## src/sv/lwks_pkg.sv

```systemverilog
// Shared types and constants for the LWE key-switching accumulator.
`default_nettype none
package lwks_pkg;
	localparam logic [1:0] OP_TABLE = 2'd0;
	localparam logic [1:0] OP_BODY  = 2'd1;
	localparam logic [1:0] OP_COEFF = 2'd2;

	typedef struct packed {
		logic [1:0]  operation;
		logic [5:0]  coeff_index;
		logic [2:0]  digit_position;
		logic [1:0]  digit_value;
		logic [4:0]  word_index;
		logic [63:0] value;
		logic        last;
	} item_t;

	typedef enum logic [1:0] {
		ST_IDLE,
		ST_DIGIT,
		ST_SUB,
		ST_EMIT
	} back_state_t;
endpackage
`default_nettype wire

```

## src/sv/lwks_front.sv

```systemverilog
// Front part: accept items, drop out-of-range or unknown ones, queue the rest.
`default_nettype none
module lwks_front #(
	parameter int IN_LEN        = 64,
	parameter int MAX_DIGITS    = 8,
	parameter int MAX_BASE_BITS = 2,
	parameter int OUT_LEN       = 30,
	parameter int OUT_REPS      = 2
) (
	input  wire             clk,
	input  wire             arst_n,
	input  wire             in_valid,
	output logic            in_ready,
	input  lwks_pkg::item_t in_item,
	output logic            q_push,
	output lwks_pkg::item_t q_item,
	input  wire             q_full
);
	localparam int VEC_WORDS  = OUT_LEN + OUT_REPS;
	localparam int DIGIT_VALS = (1 << MAX_BASE_BITS) - 1;

	logic keep;
	logic hold_q;
	lwks_pkg::item_t item_q;

	always_comb begin
		keep = 1'b0;
		unique case (in_item.operation)
			lwks_pkg::OP_TABLE: keep = (32'(in_item.coeff_index) < IN_LEN)
				&& (32'(in_item.digit_position) < MAX_DIGITS)
				&& (in_item.digit_value != 2'd0)
				&& (32'(in_item.digit_value) <= DIGIT_VALS)
				&& (32'(in_item.word_index) < VEC_WORDS);
			lwks_pkg::OP_BODY:  keep = (32'(in_item.word_index) < OUT_REPS);
			lwks_pkg::OP_COEFF: keep = 1'b1;
			default:            keep = 1'b0;
		endcase
	end

	// One-entry stage: take a new item when none is held or the held one moves on.
	assign in_ready = !hold_q || !q_full;
	assign q_push   = hold_q;
	assign q_item   = item_q;

	always_ff @(posedge clk) begin
		if (in_valid && in_ready) item_q <= in_item;
	end

	always_ff @(posedge clk or negedge arst_n) begin
		if (!arst_n) begin
			hold_q <= 1'b0;
		end else if (in_ready) begin
			hold_q <= in_valid && keep;
		end
	end
endmodule
`default_nettype wire

```

## config.mk

```make
export PLATFORM = sky130hd
export DESIGN_NAME = lwks_front
export DESIGN_NICKNAME = d
export VERILOG_FILES = /design/src/sv/lwks_pkg.sv /design/src/sv/lwks_front.sv
export SDC_FILE = /design/constraint.sdc
export NUM_CORES = 1
export LEC_CHECK = 0
export ABC_AREA = 1
export BUFFER_PORTS_ARGS = -buffer_cell sky130_fd_sc_hd__buf_2
export CAP_MARGIN = 20
export CORE_UTILIZATION = 30
export DETAILED_ROUTE_END_ITERATION = 10
export MAX_ROUTING_LAYER = met4
export SLEW_MARGIN = 20
export SYNTH_ARGS = -nofsm -noshare
export SYNTH_HDL_FRONTEND = slang
export SYNTH_SLANG_ARGS = --single-unit
```

## constraint.sdc

```tcl
create_clock -name clk -period 8.45 [get_ports clk]
set_input_delay 0.4225 -clock clk [delete_from_list [all_inputs] [get_ports clk]]
set_output_delay 0.4225 -clock clk [all_outputs]
set_load 0.005 [all_outputs]
```

**Word level (Yosys, flattened, before mapping)**

Index checks and enable logic that the tools add are counted.

- Register bits after elaboration: 84
- Latch bits: 0
- Memory bits (writable): 0
- Bits in read-only memories: 0
- Input port bits: 87
- Word-level logic and storage cells: 19
- Memories: 0

- $add $sub $neg: 0
- $mul: 0
- Divide/modulo/power cells: 0
- $lt $le $gt $ge: 1
- Equality and inequality tests: 2
- Shift-type cells: 0
- Muxes and demuxes: 1
- Bitwise gates (word level): 0
- Reductions and logical operators: 7

Operators with widths:

| kind | number |
|---|---|
| $lt A5 B2 Y1 const B | 1 |
| $pmux W1 S3 | 1 |
| $eq A2 B1 Y1 const B | 1 |
| $eq A2 B2 Y1 const B | 1 |
| $logic_and A1 B1 Y1 | 2 |
| $logic_not A1 Y1 | 2 |
| $logic_not A2 Y1 | 1 |
| $reduce_bool A2 Y1 | 1 |
| $logic_or A1 B1 Y1 | 1 |

**Longest topological paths before layout**

- Depth after elaboration: 3
- Depth in mapped cells: 5
- Mapped depth without buffers: 5

**Worst setup path after synthesis**

Ideal clock, no wire load.

- Path kind: in2reg
- From: in in_valid
- To: reg item_q (netlist bit q_item[0]), enable pin
- Setup time: 0.551 ns
- Data arrival time: 4.478 ns
- Required time: 7.899 ns
- Setup slack: 3.420 ns
- Stages: 2
- Path buffers: 0
- Cells stage by stage: inv_1 a21oi_1

- Word-level cells in the longest chain between the ends: 1

RTL lines:

| item | RTL line | RTL |
|---|---|---|
| from (decl) | lwks_front.sv:12 | `input wire in_valid,` |
| $logic_and A1 B1 Y1 | lwks_front.sv:46 | `if (in_valid && in_ready) item_q <= in_item;` |
| to (signal assigned) | lwks_front.sv:46 |  |
| to (decl) | lwks_front.sv:24 | `lwks_pkg::item_t item_q;` |

No other way between the ends.
A chain may end at the register's enable or synchronous reset.

**Worst setup path after layout**

- From: reg hold_q, in the netlist q_push
- To: reg item_q (netlist bit q_item[71]), enable pin

- Word-level cells in the longest chain between the ends: 3

RTL lines:

| item | RTL line | RTL |
|---|---|---|
| from (decl) | lwks_front.sv:23 | `logic hold_q;` |
| from (signal assigned) | lwks_front.sv:53 | `hold_q <= in_valid && keep;` |
| $logic_not A1 Y1 | lwks_front.sv:41 | `assign in_ready = !hold_q \|\| !q_full;` |
| $logic_or A1 B1 Y1 | lwks_front.sv:41 |  |
| $logic_and A1 B1 Y1 | lwks_front.sv:46 |  |

No other way between the ends.

==> results by group <==
Route
  – DRC viols: 0
  – Drt via density: 4.13
  – DR WL/cell: 14.8 um
  – First-pass DRT Iterations: 3
  – Initial DRC Count: 21
  – DR vias: 1,619
  – Antenna-violating nets left: 0
  – Routed WL: 5790 um

Clock tree
  – Cts bufs inserted: 9
  – CTS clock-pin slew for the worst setup and hold paths: 0.09 ns
  – Clock buffer depth: 2
  – Clock latency on the worst-skew pair: 0.34 ns
  – # clock sinks: 84
  – CTS HTree Levels: 3
  – PostCTS Resize Cnt: 0
  – Clock tree from TritonCTS: yes
  – Clock root buffer master: clkbuf_8

Cells and area
  – Area growth from synthesis to layout: 47.3%
  – Fin cells: 392
  – ANT cells: 0
  – Design area: 3790 um2
  – Net total in the final layout: 369
  – Share of layout cells above drive strength 1: 65.9%

Worst setup path
  – Worst path top cell family by delay: buffers and inverters
  – Worst Setup Start Kind: register
  – Flop-to-flop setup slack: 6.38 ns
  – CP Cell Sequence: a21oi_4 -> buf_16 -> buf_4
  – Reg2reg start: q_push$_DFFE_PN0N_
  – Critical setup path kind: register to register
  – CP Capture Type: register
  – Worst Path Buf+Inv: 2
  – CP Max Fanout: 45
  – Worst R2R End: q_item[71]$_DFFE_PP_
  – Crit path largest cell delay: 0.51 ns
  – Worst reg-to-reg path cell count: 3
  – Arr. time, crit path: 2.05 ns
  – WP depth: 3
  – Critical-path top delay cell: a21oi_4
  – Worst path required time: 8.44 ns

Synthesis
  – Async S/R FF share, synth: 1.19%
  – Yosys top cell area share: 97.0%
  – Synth Flop Type: edfxtp_1
  – Yosys cell types: 7
  – Synth cell count leaders: edfxtp_1 (83), nand2_1 (4), nor2_1 (4)
  – Most frequent cell after synthesis: edfxtp_1
  – Number of flops mapped to enable cells by yosys: 83
  – Mapped Nets: 184
  – Cells after Synth: 97
  – Synth area leaders: edfxtp_1 (97%), dfrtp_1 (0.97%), nand2_1 (0.58%)
  – Cell taking the most area after synthesis: edfxtp_1
  – Post-synthesis cell area: 2570 um2
  – Sequential-to-total area share from yosys stat: 98.0%
  – Yosys reg bits: 84
  – Mapped Avg Cell Area: 26.5 um2
  – Synth warn: 0

Hold path
  – Worst hold path depth: 1
  – Hold_sp: in_item[26]
  – Hold Crit Class: input pin to register
  – WHS Endpoint: q_item[26]$_DFFE_PP_

Global routing
  – Number of global-route vias before repair: 1,721
  – GRT Total Usage: 13.7%
  – Pin count of the biggest net entering global routing: 46
  – GRT Residual Overflow: 0
  – Initial antenna violation count: 0
  – First-pass GRT wire length: 8440 um

Status
  – Status: completed

Power
  – Pleak: 1.62 nW
  – Maximum VDD drop: 0.111 mV
  – Pwr/cell area: 214 nW/um2
  – Total power: 0.000811 W

Timing
  – RSZ-0062 raised after global routing: false
  – Final hold viol count: 0
  – Maximum operating frequency: 484 MHz
  – Final setup vio count: 0
  – Setup TNS: 0 ns
  – Clk_skew: 0.0129 ns
  – Period utilization: 24.5%
  – Slew Limit Fails: 0
  – Slew @ Worst Pin: 0.577 ns
  – Max-slew headroom: 61.5%
  – Final Critical Period: 2.07 ns

Floorplan
  – Chip Height: 94.6 um
  – Core area: 8260 um2
  – # rows: 33
  – Die footprint: 8940 um2
  – Initial Util: 31.1%
  – IO Count: 172
  – Die span in x: 94.6 um

Place
  – Port Buffers: 171
  – Placed instance area: 3580 um2
  – RePlAce Congestion: 0.707
  – Placed instance count: 374

Flow run
  – Max-cap violations: 0
## what timing repair did
action / CTS / global route
hold buffers: 1 / 0
buffers inserted: 0 / 0
endpoints found under the hold margin: 1 / 0
endpoints found under the setup margin: 0 / 0
## area by class of cell
type	count	area (um2)
timing repair buffer	174	901
sequential	84	2520
multi-input combinational	11	56.3
clock buffer	9	124
clock inverter	7	48.8
inverter	2	7.51
tap	105	131
fill	768	4470
## worst reg2reg max path, stage by stage (launching register included)
cell,delay [ns]
dfrtp_1,0.43
a21oi_4,0.51
buf_16,0.25
buf_4,0.49
## metrics by stage
step                      utilization [%]  hold slack (ns)  setup slack, ns
after CTS                            45.5            0.226             5.99
final                                45.8            0.245             6.38
after global placement               43.3            0.201             5.97
after floorplan                         -            0.127             3.42
after global routing                 45.8            0.219             6.26
after detailed placement             43.3            0.201             5.87
## worst max-delay path by stage
stage / to / slack, ns / startpoint
floorplan: q_item[0]$_DFFE_PP_ / 3.42 / in_valid
global placement: q_item[31]$_DFFE_PP_ / 5.97 / q_full
detailed placement: q_item[31]$_DFFE_PP_ / 5.87 / q_full
CTS: q_item[49]$_DFFE_PP_ / 5.99 / q_push$_DFFE_PN0N_
global route: q_item[10]$_DFFE_PP_ / 6.26 / q_push$_DFFE_PN0N_
finish: q_item[71]$_DFFE_PP_ / 6.38 / q_push$_DFFE_PN0N_
## metal layers
layer | vias up | track usage (%) | routed length [um]
li1 | 749 | - | -
met5 | - | - | 0
met4 | 0 | 4.92 | 69
met3 | 7 | 7.00 | 708
met1 | 760 | 14.2 | 2100
met2 | 103 | 22.3 | 2910
## cells in the final DEF (no fill, tap or decap), drive strengths merged
cell type	instances
buf	173
edfxtp	83
clkbuf	9
nand2	4
nor2	4
inv	4
clkinvlp	3
a21oi	2
clkinv	2
nand3	1
dlygate4sd3	1
dfrtp	1
## flip-flops by register name, indices dropped and copies added, names as in the netlist
register,cells
q_item,83
q_push,1
## power by group
group	internal [W]	switching, W
Clock	0.000107	0.000144
Sequential	0.000489	0.00000631
Combinational	0.0000328	0.0000323
Total	0.000629	0.000182
## cells by family after synthesis
family,Yosys count,share of synthesized area (%)
flip-flops,84,98.0
AND/OR/NAND/NOR,9,1.36
AO/OA/AOI/OAI,2,0.389
buffers and inverters,2,0.292
Power figures use the tool's default switching activity.
