### src/sv/lwks_pkg.sv
// Shared types and constants for the LWE key-switching accumulator.
`default_nettype none
package lwks_pkg;
	localparam logic [1:0] OP_TABLE = 2'd0;
	localparam logic [1:0] OP_BODY  = 2'd1;
	localparam logic [1:0] OP_COEFF = 2'd2;

	typedef struct packed {
		logic [1:0]  operation;
		logic [5:0]  coeff_index;
		logic [2:0]  digit_position;
		logic [1:0]  digit_value;
		logic [4:0]  word_index;
		logic [63:0] value;
		logic        last;
	} item_t;

	typedef enum logic [1:0] {
		ST_IDLE,
		ST_DIGIT,
		ST_SUB,
		ST_EMIT
	} back_state_t;
endpackage
`default_nettype wire

### src/sv/lwks_fifo.sv
// Short item queue between the front and back parts.
`default_nettype none
module lwks_fifo (
	input  wire                  clk,
	input  wire                  arst_n,
	input  wire                  push,
	input  lwks_pkg::item_t      push_data,
	output logic                 full,
	input  wire                  pop,
	output lwks_pkg::item_t      pop_data,
	output logic                 empty
);
	lwks_pkg::item_t buf_q [2];
	logic       wp_q, rp_q;
	logic [1:0] cnt_q;

	assign full     = (cnt_q == 2'd2);
	assign empty    = (cnt_q == 2'd0);
	assign pop_data = buf_q[rp_q];

	always_ff @(posedge clk) begin
		if (push && !full) begin
			buf_q[wp_q] <= push_data;
		end
	end

	always_ff @(posedge clk or negedge arst_n) begin
		if (!arst_n) begin
			wp_q  <= 1'b0;
			rp_q  <= 1'b0;
			cnt_q <= 2'd0;
		end else begin
			if (push && !full) wp_q <= ~wp_q;
			if (pop && !empty) rp_q <= ~rp_q;
			cnt_q <= cnt_q + 2'((push && !full) ? 1 : 0) - 2'((pop && !empty) ? 1 : 0);
		end
	end
endmodule
`default_nettype wire

### config.mk
export PLATFORM = sky130hd
export DESIGN_NAME = lwks_fifo
export DESIGN_NICKNAME = d
export VERILOG_FILES = /design/src/sv/lwks_pkg.sv /design/src/sv/lwks_fifo.sv
export SDC_FILE = /design/constraint.sdc
export NUM_CORES = 1
export LEC_CHECK = 0
export ABC_CLOCK_PERIOD_IN_PS = 4700
export BUFFER_PORTS_ARGS = -buffer_cell sky130_fd_sc_hd__buf_2
export CAP_MARGIN = 20
export CORE_MARGIN = 3
export CORE_UTILIZATION = 25
export DETAILED_ROUTE_END_ITERATION = 8
export PLACE_DENSITY = 0.45
export SLEW_MARGIN = 20
export SYNTH_ARGS = -nofsm -noshare
export SYNTH_HDL_FRONTEND = slang
export SYNTH_SLANG_ARGS = --single-unit
### constraint.sdc
create_clock -name clk -period 4.7 [get_ports clk]
set_clock_uncertainty 0.15 [all_clocks]
set_input_delay 0.47 -clock clk [delete_from_list [all_inputs] [get_ports clk]]
set_output_delay 0.47 -clock clk [all_outputs]
set_load 0.01 [all_outputs]
; ---- Word level (Yosys, flattened, before mapping)
; Memories as Yosys holds them, arrays and structs flattened.
; Cells that the tools add are included.
; Widths: inputs -> output; s select.
[word_totals]
mem_bits_ro = 0
input_bits = 87
latchBits = 0
mem_bits_rw = 166
memories = 1
out_inout_bits = 85
word_cells = 18
register_bits = 4
[classes]
n_mul = 0
shift = 0
addsub = 2
muxes = 4
n_eq_ne = 1
n_reduce_logical = 5
order_cmp = 0
n_bitwise = 2
div_mod_pow = 0
[memory_table]
columns = memory, depth, word_bits, read_ports, rd_clocked_by_memory_dff, write_ports, line_no
row1 = buf_q, 2, 83, 1, 0, 1, lwks_fifo.sv:13  ; lwks_pkg::item_t buf_q [2];
[op_table]
columns = cell, count
row1 = $mux 1, 4
row2 = $add 2x1->2, 1
row3 = $eq 2x2->1 const B, 1
row4 = $logic_and 1x1->1, 2
row5 = $logic_not 1->1, 2
row6 = $logic_not 2->1, 1
row7 = $not 1->1, 2
row8 = $sub 2x1->2, 1

; ---- Logic depth before layout (Yosys ltp)
[depth]
depth_word = 6
mapped_depth = 7
mapped_depth_nobuf = 7

; ---- Worst setup path after synthesis
; OpenSTA, ideal clock, no wires.
[synth_path]
path_kind = reg-to-reg
start = reg cnt_q[1]
end = mem buf_q[0][0] (netlist name) (enable)
setup_slack_ps = -30
period_less_slack_ps = 4730
path_buffers = 0
setup_ps = 525
path_stages_with_launch = 4
t_required_ps = 4025
t_arrival_ps = 4055
path_cell_list = dfrtp_1 > nand2b_1 > nand2_1 > nor2_1
[synth_between]
elab_chain_cells = 5
[synth_rtl]
columns = element, line_no
row1 = from (decl), lwks_fifo.sv:15  ; logic [1:0] cnt_q;
row2 = from (signal assigned), lwks_fifo.sv:35  ; cnt_q <= cnt_q + 2'((push && !full) ? 1 : 0) - 2'((pop && !empty) ? 1 : 0);
row3 = $eq 2x2->1, lwks_fifo.sv:17  ; assign full = (cnt_q == 2'd2);
row4 = $logic_not 1->1, lwks_fifo.sv:22  ; if (push && !full) begin
row5 = $logic_and 1x1->1, lwks_fifo.sv:22
row6 = $mux 1, lwks_fifo.sv:22
row7 = $mux 1 (not written as such), lwks_fifo.sv:23  ; buf_q[wp_q] <= push_data;
row8 = to (decl), lwks_fifo.sv:13
; No other way between the ends.

==> results.txt <==
----------------------------------------------------
[Status]
  Outcome ... finished clean

[Clock tree]
  Clock insertion delay at the later pin of the skew report ... 410 ps
  Number of gates resized after CTS ... 0
  Count of H-tree levels built during CTS ... 4
  Number of clock buffers inserted by TritonCTS ... 17
  Clock Sink Count ... 170
  Number of setup buffers added after CTS ... 0
  TritonCTS clock tree ... built
  Clock Root Buffer ... sky130_fd_sc_hd__clkbuf_16
  Clk pin slew, worst setup/hold paths ... 70 ps
  Maximum clock path buffer count ... 2

[Route]
  Aggregate routed wire length ... 12800 µm
  Via total after detailed routing ... 3166
  DR vias/cell ... 3.93
  Number of routed nets with antenna violations ... 0
  DR pass1 iterations ... 4
  Number of design-rule violations left by the first detailed-router iteration ... 84
  Remaining routing DRC violations ... 0
  Drt wl/cell ... 15.8 µm

[Final layout]
  Count of nets after finishing ... 552
  Layout cell share with drive strength beyond 1 ... 61.1%
  Signed area change from the synthesized netlist to the final layout ... 28.7%
  Antenna fix cells ... 0
  Commonest non-fill, non-tap cell in the layout ... sky130_fd_sc_hd__buf_2
  Most frequent cells in the layout ... sky130_fd_sc_hd__buf_2 (171), sky130_fd_sc_hd__edfxtp_1 (166), sky130_fd_sc_hd__mux2_4 (60), sky130_fd_sc_hd__mux2_2 (23), sky130_fd_sc_hd__clkbuf_16 (17)
  Post-route standard cell area excluding fillers ... 8270 µm²

[Yosys]
  Share of the synthesized area in compound gates (AO/OA/AOI/OAI) ... 0%
  Number of different library cells in the post-synthesis netlist ... 15
  Fraction of the yosys area taken by sequential cells ... 79.1%
  Post-synthesis xor/xnor area fraction ... 0.545%
  Total of warnings raised by yosys ... 0
  Number of synthesized register bits ... 170
  Share of cell area taken by muxes after synthesis ... 18.0%
  Synthesized instance count ... 276
  Largest family of logic cells by synthesized area ... multiplexers
  Synth Cell Area ... 6430 µm²
  Avg Inst Size Synth ... 23.3 µm²
  Net count after synthesis ... 365
  Arithmetic-cell share of the synthesized area counting full adders, half adders and majority gates ... 0.389%
  Simple-gate portion of the synthesized area ... 0.467%

[Die]
  Starting density of the core ... 25.5%
  Die area ... 27700 µm²
  Number of placed I/O pins ... 172
  Vertical die dimension ... 166 µm
  Number of core rows ... 58
  Chip Width ... 166 µm
  Area of the core ... 25300 µm²

[Hold path]
  Number of stages on the worst hold path ... 1
  Endpoint, Worst Hold ... buf_q[1][78]$_DFFE_PP_
  Hold Path Origin ... push_data[78]
  Type of the most critical hold path ... input port to register

[Setup path]
  Sort of element at the end of the critical path ... output port
  Arrival time at the worst endpoint ... 2500 ps
  Reg2reg end ... buf_q[0][28]$_DFFE_PP_
  Kind of critical path ... register to output port
  Critical Path Fanout Max ... 48
  Launch instance of the worst register-to-register path ... cnt_q[0]$_DFF_PN0_
  Length in cells of the worst reg-to-reg path ... 4
  Required time of the worst setup path ... 4080 ps
  Setup slack of the most critical reg-to-reg path ... 2340 ps
  Critical Path Max Stage Delay ... 1030 ps
  CP max-delay cell ... sky130_fd_sc_hd__dfrtp_4
  Kind of start point of the critical path ... register
  Crit path cell chain ... buf_4 -> mux2_2 -> buf_2

[Global routing]
  Number of antenna violations at the first check in global routing ... 2
  Total grt overflow ... 0
  Largest net degree at the start of global routing ... 70
  Global-route wire length before repair ... 19800 µm
  Number of global-route vias before repair ... 3505
  Total GRT Usage ... 9.29%

[STA]
  Relative slew slack ... 38.6%
  Peak clock frequency supported by timing ... 321 MHz
  Worst-Margin Slew ... 920 ps
  Final hold viol count ... 0
  Final clock period utilization by the worst path ... 66.3%
  Hold Worst Slack ... 90.0 ps
  RSZ-0062 raised after global routing ... no
  Number of max-slew violations in the final report ... 0
  Setup ws final ... 1580 ps
  Final-layout setup total negative slack ... 0 ps
  Post-route minimum period ... 3120 ps
  Number of setup violations in the final report ... 0

[Place]
  Routability cong. ... 0.639
  Half-perimeter wire length after placement ... 8240 µm
  Setup slack after placement ... 1920 ps
  Area after detailed placement ... 7670 µm²
  Port Buf Inserts ... 171

[Power]
  Power per Cell Area ... 621 nW/µm²
  VDD IR max ... 263 µV
  Leakage power summed over all cells ... 3.21 nW

[Job]
  Max-Cap Viols ... 0

----------------------------------------------------
[report_power, final]
| group | internal [W] | switching (W) |
|---|---|---|
| clock network | 0.000746 | 0.000606 |
| registers | 0.00207 | 0.000193 |
| logic | 0.000800 | 0.000721 |
| total | 0.00362 | 0.00152 |
[metal layers]
metal / global-route usage, % / vias up / part of all wire, %
li1: - / 1466 / -
met1: 10.8 / 1577 / 42
met2: 15.6 / 107 / 50
met3: 3.52 / 12 / 7.1
met4: 3.44 / 4 / 1.1
met5: 0 / - / 0.21
[kinds of logic after synthesis]
kind of cell | after synthesis
buffers and inverters | 11
DFF | 170
xor gates and xnor gates | 4
muxes | 83
and+or+nand+nor | 6
adders and majority gates | 2
[synthesized netlist by cell type]
library cell               instances  area (µm²)
sky130_fd_sc_hd__mux2_4           60         901
sky130_fd_sc_hd__ha_1              2        25.0
sky130_fd_sc_hd__nor2_1            2        7.51
sky130_fd_sc_hd__and3_1            1        6.26
sky130_fd_sc_hd__mux2_2           23         259
sky130_fd_sc_hd__nor2b_1           1        6.26
sky130_fd_sc_hd__inv_1             2        7.51
sky130_fd_sc_hd__xor2_1            1        8.76
sky130_fd_sc_hd__buf_2             2        10.0
sky130_fd_sc_hd__edfxtp_1        166        4980
sky130_fd_sc_hd__nand2b_1          1        6.26
sky130_fd_sc_hd__nand2_1           1        3.75
sky130_fd_sc_hd__buf_6             7        78.8
sky130_fd_sc_hd__dfrtp_1           4         100
sky130_fd_sc_hd__xnor2_1           3        26.3
[area by class of cell]
cell class                      instances  area [µm²]
Inverter                                2        7.51
Multi-Input combinational cell         95        1260
Clock buffer                           19         433
Fill cell                            2498       17000
Timing Repair Buffer                  177         936
Clock inverter                         13         134
Tap cell                              330         413
Sequential cell                       170        5090
[worst max path at each step]
stage	start	end	slack [ps]
after floorplan	cnt_q[1]$_DFF_PN0_	buf_q[0][0]$_DFFE_PP_	1360
after global placement	rp_q$_DFFE_PN0P_	pop_data[82]	1960
after detailed placement	rp_q$_DFFE_PN0P_	pop_data[82]	1920
after CTS	rp_q$_DFFE_PN0P_	pop_data[82]	1450
after global routing	rp_q$_DFFE_PN0P_	pop_data[82]	1410
final	rp_q$_DFFE_PN0P_	pop_data[82]	1580
[worst max-delay path, delay by kind of cell, from the launching register on]
family	cells	cell delay (ps)
buf+inv	2	650
mux	1	390
flops	1	1030
[flip-flops by register name (all words and copies together) (netlist names)]
register	cells
wp_q	1
rp_q	1
buf_q	166
cnt_q	2
[repair_timing]
item	4_1_cts	5_1_grt
hold buffers	1	0
endpoints found under the hold margin	4	0
setup endpoints to repair	0	0
[per-stage QoR]
| step | utilization, % | power, W | instances |
|---|---|---|---|
| floorplan | - | 0.00332 | 276 |
| global placement | 30.4 | 0.00385 | 772 |
| detailed placement | 30.4 | 0.00387 | 772 |
| CTS | 32.7 | 0.00526 | 805 |
| global route | 32.8 | 0.00544 | 806 |
| finish | 32.8 | 0.00514 | 806 |
(Power assumes the default switching activity.)
